[config.mk]
export PLATFORM = sky130hd
export DESIGN_NAME = tcp_syn_header_builder
export DESIGN_NICKNAME = d
export VERILOG_FILES = /design/src/rtl/core/tsyn_pkg.sv /design/src/rtl/core/tsyn_csum_pipe.sv /design/src/rtl/core/tsyn_word_ser.sv /design/src/rtl/core/tcp_syn_header_builder.sv
export SDC_FILE = /design/constraint.sdc
export NUM_CORES = 1
export LEC_CHECK = 0
export BUFFER_PORTS_ARGS = -buffer_cell sky130_fd_sc_hd__buf_2
export CORE_UTILIZATION = 62
export DETAILED_ROUTE_END_ITERATION = 10
export GPL_TIMING_DRIVEN = 1
export PLACE_DENSITY_LB_ADDON = 0.2
export SETUP_SLACK_MARGIN = 0.1
export SLEW_MARGIN = 40
export SYNTH_ARGS = -nofsm -noshare
export SYNTH_HDL_FRONTEND = slang
export SYNTH_SLANG_ARGS = --single-unit
export TNS_END_PERCENT = 50
[constraint.sdc]
create_clock -name aclk -period 11.7 [get_ports aclk]
set_input_delay 1.17 -clock aclk [delete_from_list [all_inputs] [get_ports aclk]]
set_output_delay 1.17 -clock aclk [all_outputs]
set_load 0.03 [all_outputs]
[src/rtl/core/tsyn_pkg.sv]
// Shared types, constants and checksum helpers for the TCP SYN header builder.
// No dependencies; imported by every module under rtl/core.
package tsyn_pkg;

    localparam int WORDS_PER_HDR = 20;
    localparam int WORD_IDX_W    = 5;
    localparam int CFG_IDX_W     = 3;
    localparam int CFG_DATA_W    = 32;

    // Configuration register indexes
    localparam logic [CFG_IDX_W-1:0] REG_SOURCE_ADDRESS  = 3'd0;
    localparam logic [CFG_IDX_W-1:0] REG_SOURCE_PORT     = 3'd1;
    localparam logic [CFG_IDX_W-1:0] REG_SEQUENCE_NUMBER = 3'd2;
    localparam logic [CFG_IDX_W-1:0] REG_TIME_TO_LIVE    = 3'd3;
    localparam logic [CFG_IDX_W-1:0] REG_WINDOW_SIZE     = 3'd4;

    // Register reset values
    localparam logic [31:0] RST_SOURCE_ADDRESS  = 32'd0;
    localparam logic [15:0] RST_SOURCE_PORT     = 16'd5132;
    localparam logic [31:0] RST_SEQUENCE_NUMBER = 32'd167273;
    localparam logic [7:0]  RST_TIME_TO_LIVE    = 8'd128;
    localparam logic [15:0] RST_WINDOW_SIZE     = 16'hffff;

    // Fixed header words
    localparam logic [15:0] IP_VER_IHL_TOS = 16'h4500;
    localparam logic [15:0] IP_TOTAL_LEN   = 16'h0028;
    localparam logic [15:0] IP_ID          = 16'h0000;
    localparam logic [15:0] IP_FLAGS_DF    = 16'h4000;
    localparam logic [7:0]  PROTO_TCP      = 8'd6;
    localparam logic [15:0] TCP_LEN        = 16'd20;
    localparam logic [15:0] TCP_OFF_FLAGS  = 16'h5002;

    // Word positions that carry the checksums
    localparam logic [WORD_IDX_W-1:0] WORD_IP_CSUM  = 5'd5;
    localparam logic [WORD_IDX_W-1:0] WORD_TCP_CSUM = 5'd18;
    localparam logic [WORD_IDX_W-1:0] WORD_LAST     = 5'(WORDS_PER_HDR - 1);

    typedef struct packed {
        logic [31:0] dest_address;
        logic [15:0] dest_port;
    } in_beat_t;

    typedef struct packed {
        logic [15:0]           header_word;
        logic [WORD_IDX_W-1:0] word_index;
        logic                  last_word;
    } out_beat_t;

    typedef struct packed {
        logic [31:0] source_address;
        logic [15:0] source_port;
        logic [31:0] sequence_number;
        logic [7:0]  time_to_live;
        logic [15:0] window_size;
    } cfg_t;

    // Finished checksum result handed to the serializer
    typedef struct packed {
        logic [31:0] dest_address;
        logic [15:0] dest_port;
        logic [15:0] ip_check;
        logic [15:0] tcp_check;
    } hdr_item_t;

    // One end-around carry fold of a 20-bit sum
    function automatic logic [16:0] fold20(input logic [19:0] sum);
        return {1'b0, sum[15:0]} + {13'd0, sum[19:16]};
    endfunction

    // Final fold of a 17-bit value and ones' complement
    function automatic logic [15:0] fold_final(input logic [16:0] sum);
        logic [15:0] s;
        s = sum[15:0] + {15'd0, sum[16]};
        return ~s;
    endfunction

endpackage

[src/rtl/core/tsyn_csum_pipe.sv]
// Three-stage checksum pipeline: partial sums, combine and fold, final fold.
// Depends on tsyn_pkg.
module tsyn_csum_pipe import tsyn_pkg::*; (
    input  logic      aclk,
    input  logic      aresetn,
    input  cfg_t      cfg,
    input  logic      in_valid,
    output logic      in_ready,
    input  in_beat_t  in_data,
    output logic      out_valid,
    input  logic      out_ready,
    output hdr_item_t out_data
);

    logic        s1_valid_reg, s2_valid_reg, s3_valid_reg;
    logic        s1_adv, s2_adv, s3_adv;
    in_beat_t    s1_beat_reg, s2_beat_reg;
    logic [17:0] s1_addr_sum_reg;
    logic [16:0] s1_ip_rest_reg;
    logic [18:0] s1_tcp_rest_reg;
    logic [16:0] s2_ip_fold_reg, s2_tcp_fold_reg;
    hdr_item_t   s3_item_reg;
    logic [19:0] ip_sum, tcp_sum;

    // Stage handshakes: a stage moves on when the next one is empty or moving
    assign s3_adv    = !s3_valid_reg || out_ready;
    assign s2_adv    = !s2_valid_reg || s3_adv;
    assign s1_adv    = !s1_valid_reg || s2_adv;
    assign in_ready  = s1_adv;
    assign out_valid = s3_valid_reg;
    assign out_data  = s3_item_reg;

    always_ff @(posedge aclk) begin
        if (!aresetn) begin
            s1_valid_reg <= 1'b0;
            s2_valid_reg <= 1'b0;
            s3_valid_reg <= 1'b0;
        end else begin
            if (s1_adv) s1_valid_reg <= in_valid;
            if (s2_adv) s2_valid_reg <= s1_valid_reg;
            if (s3_adv) s3_valid_reg <= s2_valid_reg;
        end
    end

    // Stage 1: address words shared by both sums, plus the remaining fields
    always_ff @(posedge aclk) begin
        if (s1_adv && in_valid) begin
            s1_beat_reg     <= in_data;
            s1_addr_sum_reg <= {2'd0, cfg.source_address[31:16]}
                             + {2'd0, cfg.source_address[15:0]}
                             + {2'd0, in_data.dest_address[31:16]}
                             + {2'd0, in_data.dest_address[15:0]};
            s1_ip_rest_reg  <= {1'b0, IP_VER_IHL_TOS} + {1'b0, IP_TOTAL_LEN}
                             + {1'b0, IP_ID} + {1'b0, IP_FLAGS_DF}
                             + {1'b0, cfg.time_to_live, PROTO_TCP};
            s1_tcp_rest_reg <= {11'd0, PROTO_TCP} + {3'd0, TCP_LEN}
                             + {3'd0, TCP_OFF_FLAGS}
                             + {3'd0, cfg.source_port} + {3'd0, in_data.dest_port}
                             + {3'd0, cfg.sequence_number[31:16]}
                             + {3'd0, cfg.sequence_number[15:0]}
                             + {3'd0, cfg.window_size};
        end
    end

    // Stage 2: complete sums and first carry fold
    assign ip_sum  = {2'd0, s1_addr_sum_reg} + {3'd0, s1_ip_rest_reg};
    assign tcp_sum = {2'd0, s1_addr_sum_reg} + {1'b0, s1_tcp_rest_reg};

    always_ff @(posedge aclk) begin
        if (s2_adv && s1_valid_reg) begin
            s2_beat_reg     <= s1_beat_reg;
            s2_ip_fold_reg  <= fold20(ip_sum);
            s2_tcp_fold_reg <= fold20(tcp_sum);
        end
    end

    // Stage 3: last fold and complement
    always_ff @(posedge aclk) begin
        if (s3_adv && s2_valid_reg) begin
            s3_item_reg.dest_address <= s2_beat_reg.dest_address;
            s3_item_reg.dest_port    <= s2_beat_reg.dest_port;
            s3_item_reg.ip_check     <= fold_final(s2_ip_fold_reg);
            s3_item_reg.tcp_check    <= fold_final(s2_tcp_fold_reg);
        end
    end

endmodule

[src/rtl/core/tsyn_word_ser.sv]
// Header serializer: holds one finished header and sends its twenty words.
// Depends on tsyn_pkg.
module tsyn_word_ser import tsyn_pkg::*; (
    input  logic      aclk,
    input  logic      aresetn,
    input  cfg_t      cfg,
    input  logic      in_valid,
    output logic      in_ready,
    input  hdr_item_t in_data,
    output logic      m_valid,
    input  logic      m_ready,
    output out_beat_t m_data
);

    logic                  hold_valid_reg;
    hdr_item_t             hold_reg;
    logic [WORD_IDX_W-1:0] idx_reg, idx_next;
    logic                  out_valid_reg;
    out_beat_t             out_reg;
    logic                  out_load, last_load;
    logic [15:0]           words [WORDS_PER_HDR];

    assign out_load  = hold_valid_reg && (!out_valid_reg || m_ready);
    assign last_load = out_load && (idx_reg == WORD_LAST);
    assign in_ready  = !hold_valid_reg || last_load;
    assign idx_next  = last_load ? '0 : idx_reg + 5'd1;
    assign m_valid   = out_valid_reg;
    assign m_data    = out_reg;

    // Header word table for the held item
    always_comb begin
        words[0]  = IP_VER_IHL_TOS;
        words[1]  = IP_TOTAL_LEN;
        words[2]  = IP_ID;
        words[3]  = IP_FLAGS_DF;
        words[4]  = {cfg.time_to_live, PROTO_TCP};
        words[5]  = hold_reg.ip_check;
        words[6]  = cfg.source_address[31:16];
        words[7]  = cfg.source_address[15:0];
        words[8]  = hold_reg.dest_address[31:16];
        words[9]  = hold_reg.dest_address[15:0];
        words[10] = cfg.source_port;
        words[11] = hold_reg.dest_port;
        words[12] = cfg.sequence_number[31:16];
        words[13] = cfg.sequence_number[15:0];
        words[14] = 16'd0;
        words[15] = 16'd0;
        words[16] = TCP_OFF_FLAGS;
        words[17] = cfg.window_size;
        words[18] = hold_reg.tcp_check;
        words[19] = 16'd0;
    end

    // Hold slot and word counter
    always_ff @(posedge aclk) begin
        if (!aresetn) begin
            hold_valid_reg <= 1'b0;
            idx_reg        <= '0;
        end else begin
            if (out_load) idx_reg <= idx_next;
            if (in_ready) hold_valid_reg <= in_valid;
        end
    end

    always_ff @(posedge aclk) begin
        if (in_ready && in_valid) hold_reg <= in_data;
    end

    // Output register: next word loads when the current beat is taken
    always_ff @(posedge aclk) begin
        if (!aresetn) begin
            out_valid_reg <= 1'b0;
        end else if (out_load) begin
            out_valid_reg <= 1'b1;
        end else if (m_ready) begin
            out_valid_reg <= 1'b0;
        end
    end

    always_ff @(posedge aclk) begin
        if (out_load) begin
            out_reg.header_word <= words[idx_reg];
            out_reg.word_index  <= idx_reg;
            out_reg.last_word   <= (idx_reg == WORD_LAST);
        end
    end

endmodule

[src/rtl/core/tcp_syn_header_builder.sv]
// TCP SYN header builder: one request in, twenty 16-bit header words out.
// A request passes the checksum pipeline stages, the serializer hold slot and the
// output register before its first word shows on m_data. Throughput: one word per cycle
// while m_ready stays high; up to three further requests queue in the checksum pipeline.
// Reset (aresetn low, synchronous) empties all stages and restores registers.
module tcp_syn_header_builder import tsyn_pkg::*; (
    input  logic                  aclk,
    input  logic                  aresetn,
    input  logic                  cfg_we,
    input  logic [CFG_IDX_W-1:0]  cfg_index,
    input  logic [CFG_DATA_W-1:0] cfg_wdata,
    input  logic                  s_valid,
    output logic                  s_ready,
    input  in_beat_t              s_data,
    output logic                  m_valid,
    input  logic                  m_ready,
    output out_beat_t             m_data
);

    cfg_t      cfg_reg;
    logic      pipe_valid, pipe_ready;
    hdr_item_t pipe_item;

    // Configuration registers; unknown indexes are dropped
    always_ff @(posedge aclk) begin
        if (!aresetn) begin
            cfg_reg.source_address  <= RST_SOURCE_ADDRESS;
            cfg_reg.source_port     <= RST_SOURCE_PORT;
            cfg_reg.sequence_number <= RST_SEQUENCE_NUMBER;
            cfg_reg.time_to_live    <= RST_TIME_TO_LIVE;
            cfg_reg.window_size     <= RST_WINDOW_SIZE;
        end else if (cfg_we) begin
            case (cfg_index)
                REG_SOURCE_ADDRESS:  cfg_reg.source_address  <= cfg_wdata;
                REG_SOURCE_PORT:     cfg_reg.source_port     <= cfg_wdata[15:0];
                REG_SEQUENCE_NUMBER: cfg_reg.sequence_number <= cfg_wdata;
                REG_TIME_TO_LIVE:    cfg_reg.time_to_live    <= cfg_wdata[7:0];
                REG_WINDOW_SIZE:     cfg_reg.window_size     <= cfg_wdata[15:0];
                default: ;
            endcase
        end
    end

    tsyn_csum_pipe u_csum (
        .aclk      (aclk),
        .aresetn   (aresetn),
        .cfg       (cfg_reg),
        .in_valid  (s_valid),
        .in_ready  (s_ready),
        .in_data   (s_data),
        .out_valid (pipe_valid),
        .out_ready (pipe_ready),
        .out_data  (pipe_item)
    );

    tsyn_word_ser u_ser (
        .aclk     (aclk),
        .aresetn  (aresetn),
        .cfg      (cfg_reg),
        .in_valid (pipe_valid),
        .in_ready (pipe_ready),
        .in_data  (pipe_item),
        .m_valid  (m_valid),
        .m_ready  (m_ready),
        .m_data   (m_data)
    );

endmodule

Word level (Yosys, flattened, before mapping). Cells that the tools add are included.

Add/subtract/negate cells: 16. Magnitude comparators: 1. Eq/ne operators: 5. Mux-type cells: 6. Bitwise logic cells: 3. Reductions and logical operators: 23.

Operators with widths (count): 16-bit binary-select mux with 5-bit select (1); 19-bit by 16-bit adder with 19-bit output (4); 18-bit by 16-bit adder with 18-bit output (2); 16-bit by 4-bit adder with 17-bit output (2); 16-bit by 1-bit adder with 16-bit output (2); 16-bit 2-to-1 mux (2); 16-bit inverter (2); 18-bit by 19-bit adder with 20-bit output (1); 18-bit by 17-bit adder with 19-bit output (1); 15-bit by 16-bit adder with 17-bit output (first input constant) (1); 16-bit by 16-bit adder with 17-bit output (1); 16-bit by 16-bit adder with 17-bit output (first input constant) (1); 2-bit AND reduction (5); 3-bit by 2-bit == test with 1-bit output (second input constant) (2); 6-bit >= comparator (second input constant) (1); 1-bit logical AND (6); 5-bit inverter with 6-bit output (1); 5-bit by 1-bit adder with 5-bit output (second input constant) (1); 5-bit == test (second input constant) (1); 1-bit logical NOT (5); 1-bit logical OR (5); 5-bit 2-to-1 mux (1); 3-bit by 1-bit == test with 1-bit output (second input constant) (1); 3-bit == test (second input constant) (1); other kinds (3) (4).

Flip-flop bits (word level): 480. Bits of input ports: 88. Output and inout bits: 24. Logic and storage cells: 85.

Longest topological paths before layout.
Depth after elaboration: 9. Mapped depth: 20. Mapped depth without buffers: 20.

Modules after synthesis. Synthesis repeated with hierarchy kept, for this count alone.

Cells, all modules: 1837. Area, all modules: 23587.6 µm².

By module, submodules not included: tsyn_csum_pipe (times used 1, cells an instance 1082, area each 14366.3 µm², sequential area each 7747.4 µm²); tsyn_word_ser (times used 1, cells an instance 357, area each 5131.2 µm², sequential area each 3203.1 µm²); tcp_syn_header_builder (times used 1, cells an instance 398, area each 4090.2 µm², sequential area each 2082.0 µm²).

Least setup slack after synthesis. Ideal clock, no wire load.

Kind: input -> register. Start point: input m_ready. End point: register u_csum.s3_item_reg (netlist bit u_csum.out_data[0]) (enable). Library setup time: 640 ps. Arrival time: 7997 ps. Required time: 11060 ps. Path slack: 3063 ps. Stages: 5. Buffers on the path: 0. Path through: nand2b_1 -> nand2_1 -> inv_1 -> a21oi_1 -> a21boi_0.

Word-level cells in the longest chain between the ends: 6.

Ends and longest elaborated chain: from (decl) (RTL line tcp_syn_header_builder.sv:16) `input logic m_ready,`; 1-bit logical OR (RTL line tsyn_word_ser.sv:23) `assign out_load = hold_valid_reg && (!out_valid_reg || m_ready);`; 1-bit logical AND (RTL line tsyn_word_ser.sv:23); named net u_ser.out_load (RTL line tsyn_word_ser.sv:20) `logic out_load, last_load;`; 1-bit logical AND (RTL line tsyn_word_ser.sv:24) `assign last_load = out_load && (idx_reg == WORD_LAST);`; 1-bit logical OR (RTL line tsyn_word_ser.sv:25) `assign in_ready = !hold_valid_reg || last_load;`; 1-bit logical OR (RTL line tsyn_csum_pipe.sv:26) `assign s3_adv = !s3_valid_reg || out_ready;`; 1-bit logical AND (RTL line tsyn_csum_pipe.sv:79) `if (s3_adv && s2_valid_reg) begin`; to (decl) (RTL line tsyn_csum_pipe.sv:22) `hdr_item_t s3_item_reg;`.

The timed path passes the listed nets, and every way through them passes these cells. A chain may end at the register's enable or synchronous reset.

Final worst setup path.
Start point: register cfg_reg[58] in the netlist's numbering. End point: register u_csum.s1_tcp_rest_reg[18] (data pin).

Word-level cells in the longest chain between the ends: 5.

Ends and longest elaborated chain: from (decl) (RTL line tcp_syn_header_builder.sv:20) `cfg_t cfg_reg;`; 15-bit by 16-bit adder with 17-bit output (RTL line tsyn_csum_pipe.sv:58) `+ {3'd0, cfg.source_port} + {3'd0, in_data.dest_port}`; 19-bit by 16-bit adder with 19-bit output (RTL line tsyn_csum_pipe.sv:58); 19-bit by 16-bit adder with 19-bit output (RTL line tsyn_csum_pipe.sv:59) `+ {3'd0, cfg.sequence_number[31:16]}`; 19-bit by 16-bit adder with 19-bit output (RTL line tsyn_csum_pipe.sv:60) `+ {3'd0, cfg.sequence_number[15:0]}`; 19-bit by 16-bit adder with 19-bit output (RTL line tsyn_csum_pipe.sv:61) `+ {3'd0, cfg.window_size};`; to (signal assigned) (RTL line tsyn_csum_pipe.sv:56) `s1_tcp_rest_reg <= {11'd0, PROTO_TCP} + {3'd0, TCP_LEN}`; to (decl) (RTL line tsyn_csum_pipe.sv:20) `logic [18:0] s1_tcp_rest_reg;`.

No other way between the ends.

==> results.yml <==
detailed_routing:
  wire_per_inst_microns: 23.86
  antenna_left: 0
  viasPerCell: 6.035
  drt-initial-drc-count: 1809
  drcViolationCount: 0
  wirelength_microns: 63000
  first_pass_iters: 6
  vias: 15930
floorplanning:
  rows: 70
  io_pins: 112
  die_area_sq_um: 38650
  die_y_microns: 196.6
  dieWidth_microns: 196.6
  core_sq_um: 36960
  start_util_pct: 63.52
synth:
  yosys_warnings: 0
  syn_inst: 1978
  avgSynthCellArea_sq_um: 11.87
  synth_seq_cells: 472
  synth.distinct_cells: 69
  ys_seq_area_share_pct: 55.51
  syn_area_sq_um: 23480
  async_reset_ff_share_pct: 0
  synth-edff-count: 358
  syn_nets: 2232
  synth-main-ff-cell: "edfxtp_1"
cells_and_area:
  fin_area_sq_um: 26270
  layout_commonest_cell: "edfxtp_1"
  fin_cells: 2640
  final_cell_mix: "edfxtp_1, nand2_1, inv_1"
  fin_nets: 2348
  largest_register_ffs: 104
  nFillCells: 2566
  final_layout_size_suffix_gt1_share_pct: 12.18
  syn2layout_area_growth_pct: 11.90
setup_path:
  critical_path.max_fanout: 5
  r2r_setup_slack_ns: 6.51
  cp.required_ns: 12.00
  cp-start-kind: "flop"
  cp.arrival_ns: 5.49
  path_class: "flop to flop"
  end_kind: "flop"
grt:
  grt_pass1_vias: 15660
  antenna_found_initial: 1
  grt_usage_pct: 33.90
  grt.overflow.total: 0
  grt_max_degree: 115
  grt_pass1_wl_microns: 95460
timing:
  grt_setup_unrepaired: "no"
  slew_viol_final: 0
  worst_pin_slew_ns: 0.8570
  max_freq_mhz: 192.6
  setup_tns_ns: 0
  setup_ws_ns: 6.507
  setup_viol: 0
  fin_crit_ns: 5.193
  clock_skew_ns: 0.02912
  fin_crit_sh_pct: 44.38
  hold_viol_final: 0
  slew_headroom_pct: 42.87
power:
  power_density_nw_per_um2: 188.3
  cellLeakagePower_nw: 9.975
  peakVddDrop_v: 0.0001348
place:
  place_congestion: 0.9506
  hpwl_microns: 46020
  dp_slack_ns: 6.406
  port_buffers: 111
  dpl-instance-area_sq_um: 24620
  dp_cells: 2547
cts:
  clock_path_buffers: 3
  cts_tree: "built"
  postCtsSetupBuffers: 0
  clockRootBuffer: "clkbuf_16"
  numCtsBuffers: 49
  clkLatencyLatePin_ns: 0.59
  clock_sinks: 472
  clk_pin_slew_worst_paths_ns: 0.06
  cts_htree_levels: 2
  ctsResizeCount: 0
  hold_buffers: 0
flow_run:
  drv_cap: 0
run_status:
  status: "completed"
worst_hold_path:
  worst_hold_path_type: "flop to flop"
-- routing by layer --
layer / up-vias / track usage (%) / wire (microns)
met4: 0 / 14.01 / 2536
met1: 7793 / 47.57 / 25360
li1: 7231 / - / -
met2: 782 / 53.68 / 29140
met3: 126 / 4.740 / 5967
met5: - / 0 / 0
-- path summary, 6_finish.rpt --
kind | end | start | cells past startpoint
hold / removal | u_csum.out_data[53]$_DFFE_PP_ | u_csum.s2_beat_reg[21]$_DFFE_PP_ | 0
hold reg to reg | u_csum.out_data[53]$_DFFE_PP_ | u_csum.s2_beat_reg[21]$_DFFE_PP_ | 0
setup / recovery | u_csum.s1_tcp_rest_reg[18]$_DFFE_PP_ | cfg_reg[58]$_SDFFE_PN1P_ | 19
setup reg to reg | u_csum.s1_tcp_rest_reg[18]$_DFFE_PP_ | cfg_reg[58]$_SDFFE_PN1P_ | 19
-- synthesized netlist by cell type, types with 55 or more instances --
| library cell | number | area share, % |
|---|---|---|
| edfxtp_1 | 358 | 46 |
| nand2_1 | 274 | 4.4 |
| inv_1 | 177 | 2.8 |
| dfxtp_1 | 114 | 9.7 |
| ha_1 | 97 | 5.2 |
| a21boi_0 | 85 | 2.7 |
| xnor2_1 | 81 | 3.0 |
| nor2_1 | 75 | 1.2 |
| fa_1 | 69 | 5.9 |
| a21oi_1 | 67 | 1.4 |
| nand3_1 | 66 | 1.4 |
| xor2_1 | 55 | 2.1 |
-- metrics by stage --
step / hold slack (ns) / util, % / total power [mW]
after CTS: 0.4110 / 71.04 / 4.942
after global placement: 0.4006 / 66.47 / 3.334
after global routing: 0.4183 / 71.06 / 5.165
after floorplan: 0.4003 / - / 3.005
after detailed placement: 0.4045 / 66.61 / 3.360
final: 0.4135 / 71.08 / 4.946
-- layout make-up --
| cell class | count | area, sq um | area share, % |
|---|---|---|---|
| Timing Repair Buffer | 129 | 716.9 | 2.729 |
| Sequential cell | 472 | 13040 | 49.62 |
| Tap cell | 504 | 630.6 | 2.400 |
| Clock inverter | 26 | 277.8 | 1.057 |
| Antenna cell | 2 | 5.005 | 0.01905 |
| Clock buffer | 65 | 1360 | 5.177 |
| Inverter | 178 | 668.1 | 2.543 |
| Multi-Input combinational cell | 1264 | 9575 | 36.45 |
-- critical path: stages (launching register included) --
cell and delay, ns:
dfxtp_1 0.39, inv_1 0.08, ha_1 0.24, nand2b_1 0.13
nor2b_1 0.40, nand2_1 0.14, xnor2_1 0.20, fa_1 0.47
fa_1 0.51, inv_1 0.05, fa_1 0.51, inv_1 0.04
ha_1 0.35, a21oi_1 0.17, nor2b_1 0.05, o21ai_0 0.14
nand2b_1 0.09, a21o_1 0.22, o41ai_1 0.56, o31ai_1 0.13
-- power breakdown --
part	internal [mW]	switching [mW]	total, mW
Combinational	0.507	0.724	1.23
Clock	0.934	0.655	1.59
Sequential	2.01	0.120	2.13
Total	3.45	1.50	4.95
-- kinds of logic after synthesis --
group / after synthesis / synth area share (%)
adder cells (fa/ha/maj): 166 / 11.05
buffers and inverters: 242 / 3.923
flip-flops: 472 / 55.51
XOR/XNOR: 136 / 5.074
AND/OR/NAND/NOR: 559 / 10.96
AO/OA/AOI/OAI: 353 / 10.07
multiplexers: 50 / 3.411
No activity file was read; power rests on OpenSTA's default activity.
